**config.mk**
```make
export PLATFORM = sky130hd
export DESIGN_NAME = bcd_fixed_width_alu
export DESIGN_NICKNAME = d
export VERILOG_FILES = /design/src/hdl/bcd_alu_pkg.sv /design/src/hdl/bcd_fixed_width_alu.sv /design/src/hdl/bcd_alu_core.sv
export SDC_FILE = /design/constraint.sdc
export NUM_CORES = 1
export LEC_CHECK = 0
export BUFFER_PORTS_ARGS = -buffer_cell sky130_fd_sc_hd__buf_2
export CORE_ASPECT_RATIO = 1.4
export CORE_UTILIZATION = 61
export CTS_CLUSTER_DIAMETER = 30
export CTS_CLUSTER_SIZE = 40
export DETAILED_ROUTE_END_ITERATION = 16
export GPL_TIMING_DRIVEN = 0
export HOLD_SLACK_MARGIN = 0.06
export PLACE_DENSITY = 0.86
export SLEW_MARGIN = 20
export SYNTH_ARGS = -nofsm -noshare
export SYNTH_HDL_FRONTEND = slang
export SYNTH_HIERARCHICAL = 1
export SYNTH_SLANG_ARGS = --single-unit
export TNS_END_PERCENT = 50
```
**constraint.sdc**
```tcl
create_clock -name clk -period 20.3 [get_ports clk]
set_clock_uncertainty 0.2 [all_clocks]
set_input_delay 4.06 -clock clk [delete_from_list [all_inputs] [get_ports clk]]
set_output_delay 4.06 -clock clk [all_outputs]
set_load 0.005 [all_outputs]
```
**src/hdl/bcd_alu_pkg.sv**
```systemverilog
// package: opcodes, widths and digit helpers for the decimal alu
package bcd_alu_pkg;
	localparam int NUM_DIGITS_DEF = 16;
	localparam int OP_W = 3;
	localparam int WORD_W = 64;

	typedef enum logic [OP_W-1:0] {
		OP_ADD = 3'd0,
		OP_SUB = 3'd1,
		OP_MUL = 3'd2,
		OP_DIV = 3'd3,
		OP_CMP = 3'd4
	} opcode_t;

	// one-digit decimal add with carry in, 5 bit sum -> digit and carry
	function automatic logic [4:0] dec_add(input logic [3:0] x, input logic [3:0] y,
		input logic ci);
		logic [4:0] s;
		begin
			s = {1'b0, x} + {1'b0, y} + {4'd0, ci};
			if (s > 5'd9)
				dec_add = {1'b1, 4'(s - 5'd10)};
			else
				dec_add = {1'b0, s[3:0]};
		end
	endfunction

	// nine's complement of a digit
	function automatic logic [3:0] dec_nines(input logic [3:0] x);
		dec_nines = 4'd9 - x;
	endfunction
endpackage

```
**src/hdl/bcd_fixed_width_alu.sv**
```systemverilog
// top level: decimal alu with valid/stall channels
//  channel | signals                                     | dir
//  in      | in_valid in_stall opcode operand_a operand_b | sink
//  out     | out_valid out_stall value_out flags          | source
// one beat at a time; add, subtract, multiply and divide run digit-serially
// in the core through the single digit adder the sequencer shares, while
// compare, unknown opcodes and errors skip the core and are registered out.
// reset clears control only; the result register holds under out_stall
// and the next beat is taken once the result leaves.
module bcd_fixed_width_alu #(
	parameter int NUM_DIGITS = bcd_alu_pkg::NUM_DIGITS_DEF
) (
	input  logic        clk,
	input  logic        arst_n,
	input  logic        in_valid,
	output logic        in_stall,
	input  logic [2:0]  opcode,
	input  logic [63:0] operand_a,
	input  logic [63:0] operand_b,
	output logic        out_valid,
	input  logic        out_stall,
	output logic [63:0] value_out,
	output logic        a_less,
	output logic        a_equal,
	output logic        a_greater,
	output logic        error_flag
);
	localparam int W = 4*NUM_DIGITS;

	logic busy_q, wait_q, start;
	logic [W-1:0] ma, mb, res;
	logic bad, done;
	logic err_q;

	assign ma = operand_a[W-1:0];
	assign mb = operand_b[W-1:0];

	always_comb begin
		bad = 1'b0;
		for (int i = 0; i < NUM_DIGITS; i++)
			bad = bad | (ma[4*i +: 4] > 4'd9) | (mb[4*i +: 4] > 4'd9);
	end

	assign in_stall = busy_q | out_valid;
	assign start = in_valid & ~in_stall;

	logic cstart;
	assign cstart = start & ~bad & (opcode == bcd_alu_pkg::OP_ADD ||
		opcode == bcd_alu_pkg::OP_SUB || opcode == bcd_alu_pkg::OP_MUL ||
		(opcode == bcd_alu_pkg::OP_DIV && mb != '0));

	bcd_alu_core #(.NUM_DIGITS(NUM_DIGITS)) u_core (
		.clk(clk), .arst_n(arst_n), .start(cstart), .op(opcode),
		.a(ma), .b(mb), .done(done), .res(res));

	always_ff @(posedge clk or negedge arst_n) begin
		if (!arst_n) begin
			busy_q <= 1'b0;
			wait_q <= 1'b0;
			out_valid <= 1'b0;
		end else begin
			if (out_valid && !out_stall)
				out_valid <= 1'b0;
			if (start) begin
				a_less <= ma < mb;
				a_equal <= ma == mb;
				a_greater <= ma > mb;
				err_q <= bad | (opcode == bcd_alu_pkg::OP_DIV && mb == '0);
				if (cstart) begin
					busy_q <= 1'b1;
					wait_q <= 1'b1;
				end else begin
					value_out <= '0;
					error_flag <= bad | (opcode == bcd_alu_pkg::OP_DIV && mb == '0);
					out_valid <= 1'b1;
				end
			end
			if (wait_q && done) begin
				wait_q <= 1'b0;
				busy_q <= 1'b0;
				value_out <= 64'(res);
				error_flag <= err_q;
				out_valid <= 1'b1;
			end
		end
	end
endmodule

```
**src/hdl/bcd_alu_core.sv**
```systemverilog
// core: digit-serial sequencer for add, subtract, multiply and divide
module bcd_alu_core #(
	parameter int NUM_DIGITS = bcd_alu_pkg::NUM_DIGITS_DEF
) (
	input  logic                  clk,
	input  logic                  arst_n,
	input  logic                  start,
	input  logic [2:0]            op,
	input  logic [4*NUM_DIGITS-1:0] a,
	input  logic [4*NUM_DIGITS-1:0] b,
	output logic                  done,
	output logic [4*NUM_DIGITS-1:0] res
);
	localparam int W = 4*NUM_DIGITS;
	localparam int CW = $clog2(NUM_DIGITS + 1);

	typedef enum logic [5:0] {
		ST_IDLE = 6'b000001,
		ST_ADD  = 6'b000010,
		ST_MADD = 6'b000100,
		ST_MSH  = 6'b001000,
		ST_DSUB = 6'b010000,
		ST_DONE = 6'b100000
	} state_t;

	state_t state_q;
	logic [2:0] op_q;
	logic [W-1:0] x_q;      // addend shifted out / rotating partial remainder
	logic [W-1:0] y_q;      // rotating second operand
	logic [W-1:0] acc_q;    // rotating accumulator
	logic [W-1:0] m_q;      // multiplier or dividend digits, msd first
	logic [W-1:0] q_q;      // quotient
	logic [W-1:0] t_q;      // scratch for trial subtraction
	logic [CW-1:0] dig_q;   // digit position within a pass
	logic [CW-1:0] outer_q; // outer digit counter
	logic [3:0] cnt_q;      // repeats of the current digit
	logic carry_q;
	logic [4:0] sum;
	logic [3:0] ysel;
	logic cin;

	always_comb begin
		ysel = 4'd0;
		cin = 1'b0;
		sum = 5'd0;
		case (state_q)
			ST_ADD: begin
				ysel = (op_q == bcd_alu_pkg::OP_SUB) ? bcd_alu_pkg::dec_nines(y_q[3:0]) :
					y_q[3:0];
				cin = (dig_q == '0) ? (op_q == bcd_alu_pkg::OP_SUB) : carry_q;
				sum = bcd_alu_pkg::dec_add(x_q[3:0], ysel, cin);
			end
			ST_MADD: begin
				cin = (dig_q == '0) ? 1'b0 : carry_q;
				sum = bcd_alu_pkg::dec_add(acc_q[3:0], y_q[3:0], cin);
			end
			ST_DSUB: begin
				cin = (dig_q == '0) ? 1'b1 : carry_q;
				sum = bcd_alu_pkg::dec_add(x_q[3:0], bcd_alu_pkg::dec_nines(y_q[3:0]), cin);
			end
			default: ;
		endcase
	end

	assign done = (state_q == ST_DONE);

	always_ff @(posedge clk or negedge arst_n) begin
		if (!arst_n) begin
			state_q <= ST_IDLE;
		end else begin
			case (state_q)
				ST_IDLE: if (start) begin
					op_q <= op;
					dig_q <= '0;
					outer_q <= '0;
					cnt_q <= '0;
					carry_q <= 1'b0;
					acc_q <= '0;
					q_q <= '0;
					y_q <= b;
					m_q <= a;
					if (op == bcd_alu_pkg::OP_ADD || op == bcd_alu_pkg::OP_SUB) begin
						x_q <= a;
						state_q <= ST_ADD;
					end else if (op == bcd_alu_pkg::OP_MUL) begin
						m_q <= b;
						y_q <= a;
						state_q <= ST_MSH;
					end else begin
						state_q <= ST_DSUB;
						t_q <= '0;
						// shift first dividend digit into remainder
						x_q <= {{(W-4){1'b0}}, a[W-1:W-4]};
						m_q <= {a[W-5:0], 4'd0};
					end
				end
				ST_ADD: begin
					x_q <= {4'd0, x_q[W-1:4]};
					y_q <= {y_q[3:0], y_q[W-1:4]};
					acc_q <= {sum[3:0], acc_q[W-1:4]};
					carry_q <= sum[4];
					dig_q <= dig_q + 1'b1;
					if (dig_q == CW'(NUM_DIGITS-1)) begin
						res <= {sum[3:0], acc_q[W-1:4]};
						state_q <= ST_DONE;
					end
				end
				// horner: acc = acc*10 then add a, digit-of-b times
				ST_MSH: begin
					acc_q <= {acc_q[W-5:0], 4'd0};
					cnt_q <= m_q[W-1:W-4];
					m_q <= {m_q[W-5:0], 4'd0};
					dig_q <= '0;
					if (m_q[W-1:W-4] != 4'd0)
						state_q <= ST_MADD;
					else if (outer_q == CW'(NUM_DIGITS-1)) begin
						res <= {acc_q[W-5:0], 4'd0};
						state_q <= ST_DONE;
					end else
						outer_q <= outer_q + 1'b1;
				end
				ST_MADD: begin
					acc_q <= {sum[3:0], acc_q[W-1:4]};
					y_q <= {y_q[3:0], y_q[W-1:4]};
					carry_q <= sum[4];
					dig_q <= dig_q + 1'b1;
					if (dig_q == CW'(NUM_DIGITS-1)) begin
						dig_q <= '0;
						if (cnt_q == 4'd1) begin
							if (outer_q == CW'(NUM_DIGITS-1)) begin
								res <= {sum[3:0], acc_q[W-1:4]};
								state_q <= ST_DONE;
							end else begin
								outer_q <= outer_q + 1'b1;
								state_q <= ST_MSH;
							end
						end else
							cnt_q <= cnt_q - 1'b1;
					end
				end
				// trial subtract r - b digit-serially; keep on no borrow
				ST_DSUB: begin
					x_q <= {x_q[3:0], x_q[W-1:4]};
					y_q <= {y_q[3:0], y_q[W-1:4]};
					t_q <= {sum[3:0], t_q[W-1:4]};
					carry_q <= sum[4];
					dig_q <= dig_q + 1'b1;
					if (dig_q == CW'(NUM_DIGITS-1)) begin
						dig_q <= '0;
						if (sum[4]) begin
							x_q <= {sum[3:0], t_q[W-1:4]};
							q_q[3:0] <= q_q[3:0] + 4'd1;
						end else if (outer_q == CW'(NUM_DIGITS-1)) begin
							res <= q_q;
							state_q <= ST_DONE;
						end else begin
							outer_q <= outer_q + 1'b1;
							q_q <= {q_q[W-5:0], 4'd0};
							x_q <= {x_q[W-1:4], m_q[W-1:W-4]};
							m_q <= {m_q[W-5:0], 4'd0};
						end
					end
				end
				ST_DONE: state_q <= ST_IDLE;
				default: state_q <= ST_IDLE;
			endcase
		end
	end
endmodule

```
==> results of run 1 <==
report_power, final:
group | switching (uW) | total, uW | internal, uW
Sequential | 117 | 1660 | 1550
Clock | 541 | 1440 | 900
Combinational | 681 | 1040 | 357
Total | 1340 | 4140 | 2800
per-layer routing:
layer,part of all wire,vias to the layer above,global-route usage
li1,-,9068,-
met1,0.31,10200,0.436
met2,0.48,1774,0.654
met3,0.11,490,0.105
met4,0.10,6,0.358
met5,0.00038,-,0
flip-flops by register name (all words and copies together) (netlist names), 4 cells and up:
| name | flops |
|---|---|
| u_core/state_q | 6 |
| u_core/t_q | 60 |
| u_core/y_q | 64 |
| u_core/res | 64 |
| u_core/cnt_q | 4 |
| u_core/x_q | 64 |
| value_out | 64 |
| u_core/acc_q | 64 |
| u_core/m_q | 64 |
| u_core/outer_q | 5 |
| u_core/dig_q | 5 |
| u_core/q_q | 64 |
critical path: cells and delay by family:
| family | cells | cell delay (ns) |
|---|---|---|
| and+or+nand+nor | 6 | 2.38 |
| AOI/OAI and AO/OA | 3 | 1.22 |
| buffers and inverters | 4 | 0.78 |
cells in the mapped netlist (5+ instances only):
cell type / count
a22oi_1: 96
nor3b_1: 7
buf_2: 8
a221o_1: 62
nand4_1: 21
a31oi_1: 65
o21ai_2: 15
nor2b_1: 6
nor4_1: 22
nor2_1: 173
nand3_1: 13
buf_6: 10
inv_1: 136
xnor2_1: 15
and2_1: 88
nand3b_1: 5
and3_1: 66
o21ai_1: 25
nand2b_1: 5
clkbuf_1: 116
mux2i_1: 69
a21o_1: 20
fa_1: 6
ha_1: 84
a22o_1: 56
dfrtp_1: 7
nor3_1: 16
o21ai_0: 62
nand2_1: 163
a222oi_1: 15
edfxtp_1: 531
a21oi_1: 140
layout make-up:
class / instances / area, sq um / area share
inverter: 136 / 510 / 0.0161
timing repair buffer: 233 / 1520 / 0.0481
antenna: 7 / 17.5 / 0.000553
clock buffer: 97 / 2160 / 0.0682
tap: 552 / 691 / 0.0218
multi-input combinational: 1388 / 9360 / 0.295
clock inverter: 57 / 663 / 0.0209
buffer: 138 / 614 / 0.0194
sequential: 539 / 16100 / 0.510
logic make-up after synthesis:
logic type,after synthesis
muxes,72
AOI/OAI and AO/OA,593
adders and majority gates,90
DFF,539
buffers and inverters,274
and+or+nand+nor,614
xor gates and xnor gates,19
per-stage QoR:
step / instance area, sq um / util / hold WS (ns)
4_1_cts: 31600 / 0.736 / 0.322
6_report: 31700 / 0.737 / 0.328
3_3_place_gp: 28200 / 0.656 / 0.299
5_1_grt: 31700 / 0.736 / 0.335
2_1_floorplan: 26500 / - / 0.291
3_5_place_dp: 28800 / 0.670 / 0.308
worst paths after layout:
kind                                 startpoint                 to  slack (ns)  cells after the start
worst max-delay path              operand_a[62]     u_core/m_q[48]       11.90                     13
worst max register to register  u_core/dig_q[0]     u_core/res[56]       13.86                     20
max in group asynchronous                arst_n  u_core/state_q[0]       16.49                      1
worst min-delay path             u_core/t_q[29]     u_core/t_q[25]        0.33                      2
min in group asynchronous                arst_n  u_core/state_q[1]        3.12                      1
worst min register to register   u_core/t_q[29]     u_core/t_q[25]        0.33                      2
==> metrics, run 1 <==
TritonRoute pass-1 iters 7; # hold bufs at CTS 0; Ports 205; status complete, no violations; post-synthesis mux area share 0.0273; Worst-path clk slew around 0.050 ns; Final ANT Viol Nets 0; critical path launch point type input pin; first-pass GRT wire length 130000 um; CP Class in2reg; Setup-failing EPs final 0; Mean Syn Cell Area 12.0 sq um; die area ~44000 sq um; buffers added on ports 204; Worst-Skew Late Latency between 0.6 and 0.7 ns; Area contributors post-synth edfxtp_1 60%, ha_1 4.0%, a22oi_1 2.7%, a21oi_1 2.6%, mux2i_1 2.6%; CP max stage delay roughly 0.62 ns; ys flop type edfxtp_1; share of the synthesized area in the top cell type 0.601; EDFF count, synth 531; CP most frequent cell buf_16; CTS Buf Count 84; largest net degree at the start of global routing 45; crit path max fanout 20; pre-CTS WS between 10 and 15 ns; nets@finish approximately 2700; Post-Route WL between 80000 and 90000 um; register area share after synthesis 0.609; Hold Violations, Final 0; Hold Crit Class reg2reg; largest family of logic cells by synthesized area compound AO/OA/AOI/OAI gates; post-CTS resize count 0; RePlAce Congestion roughly 1.0; RSZ-0062 raised after global routing no; Layout Area Growth over Synthesis 19.5%; relative max-transition margin 0.289; final worst setup slack 11.90 ns; Compound-Gate Fraction of Synth Area 0.156; post-CTS setup buffers 0; vias 21500; FMAX between 100 and 150 MHz; Initial Util 0.617; yosys warns 6; overall power 4140 uW; asr flop ratio synth 0.0148; setup TNS 0 ns; commonest non-fill, non-tap cells in the layout 531 x edfxtp_1, 222 x buf_2, 172 x nor2_1, 163 x nand2_1, 137 x a21oi_1; wire per inst 28.1 um; H-tree depth 3; Post-route DRC 0; vias per inst roughly 6.8; worst path required time 20.42 ns; worst path cell trace buf_2 -> o21ai_0 -> nand4_1 -> nor4_1 -> nand2_1 -> nor3b_1 -> nor2b_1 -> o21ai_1 -> or2_2 -> a31oi_4 -> buf_16 -> buf_16 -> buf_16; largest area contributor in the netlist edfxtp_1; period utilization 0.414; CP arrival 8.52 ns; Synth Cell Area about 27000 sq um; post-synthesis adder-cell area fraction 0.0442; CTS tree yes; min cycle time layout 8.40 ns; Cell Count, Final, Fillers Out around 3100; gr usage total 0.405; post-synthesis cell type count 72; critical path capture point type flip-flop; # placed instances 2985; actual slew at the worst max-slew pin between 1 and 1.5 ns; Synth Instances 2201; leakage between 0.01 and 0.015 uW; die width 178 um; Max Cap Violations 0; hpwl dp 62300 um; Root Buffer clkbuf_16; Die Y 249 um; FILL cells 2805; antenna violations before repair 10; Net Count, Synth about 2400; Power Density between 100 and 150 nW/um^2; Max stage delay cell, worst path nor3b_1; maximum vdd drop 0.000110 V; layout cells sized above 1 0.169; total gr overflow 0; Rows 90; most common cell after layout, fill and taps aside edfxtp_1; CTS Buffer Depth 3; simple-gate area share of the yosys netlist 0.115; DR iter-0 viols 2755; TritonCTS Sinks 539; Slew Viols, Final 0; vias in the first global route ~22000; XOR/XNOR Fraction of Synth Area 0.00627; #FFs+latches synth ~540; Placeable Area 43000 sq um
(Power assumes the default switching activity.)
==> inputs of run 2 (changes only) <==
--- a/config.mk
+++ b/config.mk
@@ -7,13 +7,13 @@
 export LEC_CHECK = 0
 export BUFFER_PORTS_ARGS = -buffer_cell sky130_fd_sc_hd__buf_2
 export CORE_ASPECT_RATIO = 1.4
-export CORE_UTILIZATION = 61
+export CORE_UTILIZATION = 55
 export CTS_CLUSTER_DIAMETER = 30
 export CTS_CLUSTER_SIZE = 40
 export DETAILED_ROUTE_END_ITERATION = 16
 export GPL_TIMING_DRIVEN = 0
 export HOLD_SLACK_MARGIN = 0.06
-export PLACE_DENSITY = 0.86
+export PLACE_DENSITY = 0.82
 export SLEW_MARGIN = 20
 export SYNTH_ARGS = -nofsm -noshare
 export SYNTH_HDL_FRONTEND = slang
==> constraint.sdc (replaced) <==
create_clock -name clk -period 6.8 [get_ports clk]
set_clock_uncertainty 0.2 [all_clocks]
set_input_delay 1.36 -clock clk [delete_from_list [all_inputs] [get_ports clk]]
set_output_delay 1.36 -clock clk [all_outputs]
set_load 0.005 [all_outputs]
==> run 2 against run 1 <==
Die area rose by 11%; non-clock buffer count fell by 6; global-route usage is 5.0 points lower; worst setup slack got worse by 11 ns; critical path depth grew 4; final area rose by 0.61%; first-iteration DRC count up 3.2%; register-to-register slack worse by 13 ns; hold slack got worse by 0.015 ns; sequential power grew to 3.0 times the previous value; largest power group unchanged; highest routed layer unchanged.
==> metrics, run 2 (synthesized netlist as in run 1, its figures left out) <==
CP Class reg2reg; Ports 205; critical path launch point type flip-flop; Crit path max-delay family buffers and inverters; min cycle time layout 5.61 ns; antenna violations before repair 14; CTS Buffer Depth 3; relative max-transition margin 0.237; gr usage total 0.355; RSZ-0062 raised after global routing no; Layout Area Growth over Synthesis 20.2%; overall power 12500 uW; Post-route DRC 0; crit path max fanout 14; Worst-path clk slew 0.06 ns; period utilization 0.825; wire per inst 27.1 um; CP max stage delay 0.69 ns; maximum vdd drop ~0.00024 V; vias in the first global route 21300; CP arrival 5.71 ns; layout cells sized above 1 0.171; hold_ws 0.313 ns; actual slew at the worst max-slew pin 1.14 ns; crit path buf inv count 6; Root Buffer clkbuf_16; H-tree depth 3; hpwl dp 62700 um; Placeable Area 47300 sq um; CP most frequent cell buf_4; TritonRoute pass-1 iters 9; # hold bufs at CTS 0; Die Y 262 um; Setup-failing EPs final 0; Core Util, Final 0.674; Final ANT Viol Nets 0; nets@finish 2738; post-CTS resize count 0; Hold Crit Class reg2reg; largest net degree at the start of global routing 32; CTS tree yes; buffers added on ports a little over 200; Post-Route WL 87200 um; die area 49100 sq um; CTS Buf Count a little over 80; leakage ~0.012 uW; worst path cell trace inv_1 -> ha_1 -> or4b_2 -> nand2b_1 -> fa_1 -> fa_1 -> inv_1 -> ha_1 -> nor2b_1 -> a31oi_1 -> a21oi_1 -> buf_4 -> nand2_1 -> a2111oi_4 -> buf_4 -> buf_4 -> buf_4; Max stage delay cell, worst path or4b_2; first-pass GRT wire length 129000 um; vias 21200; DR iter-0 viols 2844; post-CTS setup buffers 0; FMAX 178 MHz; total gr overflow 0; Slew Viols, Final 0; commonest non-fill, non-tap cells in the layout 531 x edfxtp_1, 212 x buf_2, 173 x nor2_1, 163 x nand2_1, 137 x a21oi_1; vias per inst 6.61; Hold Violations, Final 0; Initial Util 0.561; Max Cap Violations 0; most common cell after layout, fill and taps aside edfxtp_1; Rows 94; die width around 190 um; critical path capture point type flip-flop; Worst-Skew Late Latency about 0.64 ns; RePlAce Congestion between 1 and 1.5; TritonCTS Sinks 539; worst path required time 6.90 ns; Power Density about 400 nW/um^2; status complete, no violations
run 2: through the flow:
step | cells | worst slack (ns) | area [sq um] | TNS, ns
after CTS | 3205 | 1.27 | 31900 | 0
after global placement | 3029 | -2.72 | 28300 | -832.64
after detailed placement | 3052 | 0.862 | 28900 | 0
final | 3214 | 1.19 | 31900 | 0
after floorplan | 2201 | -0.421 | 26500 | -32.00
after global routing | 3205 | 0.883 | 31900 | 0
run 2: cell type report:
cell class | instances | area, sq um
Antenna cell | 9 | 22.5
Buffer | 138 | 614
Clock buffer | 89 | 2160
Clock inverter | 64 | 748
Fill cell | 3433 | 15400
Inverter | 136 | 510
Multi-Input combinational cell | 1388 | 9360
Sequential cell | 539 | 16100
Tap cell | 624 | 781
Timing Repair Buffer | 227 | 1530
run 2: per-layer routing:
| layer | track usage | wire [um] | vias up |
|---|---|---|---|
| met5 | 0 | 86 | - |
| met4 | 0.318 | 8510 | 14 |
| met3 | 0.0728 | 8280 | 456 |
| met2 | 0.610 | 42700 | 1620 |
| met1 | 0.371 | 27700 | 10100 |
| li1 | - | - | 9053 |
run 2: worst paths after layout:
kind / start / cells after the start / to / slack (ns)
worst max-delay path: u_core/dig_q[0] / 17 / u_core/res[49] / 1.19
worst min register to register: u_core/t_q[29] / 2 / u_core/t_q[25] / 0.31
worst min-delay path: u_core/t_q[29] / 2 / u_core/t_q[25] / 0.31
min in group asynchronous: arst_n / 1 / u_core/state_q[4] / 0.43
worst max register to register: u_core/dig_q[0] / 17 / u_core/res[49] / 1.19
max in group asynchronous: arst_n / 1 / u_core/state_q[0] / 5.69
run 2: power breakdown:
part	internal, uW	total (uW)	leakage (uW)	switching [uW]
clock	2720	4410	0.00140	1700
combinational	1080	3090	0.00591	2010
sequential	4610	4950	0.00505	344
total	8410	12500	0.0124	4050
run 2: worst register-to-register path: stages (launching register included):
cell	delay, ns
edfxtp_1	0.44
inv_1	0.09
ha_1	0.14
or4b_2	0.69
nand2b_1	0.15
fa_1	0.23
fa_1	0.46
inv_1	0.13
ha_1	0.19
nor2b_1	0.14
a31oi_1	0.06
a21oi_1	0.36
buf_4	0.34
nand2_1	0.18
a2111oi_4	0.67
buf_4	0.33
buf_4	0.25
buf_4	0.24
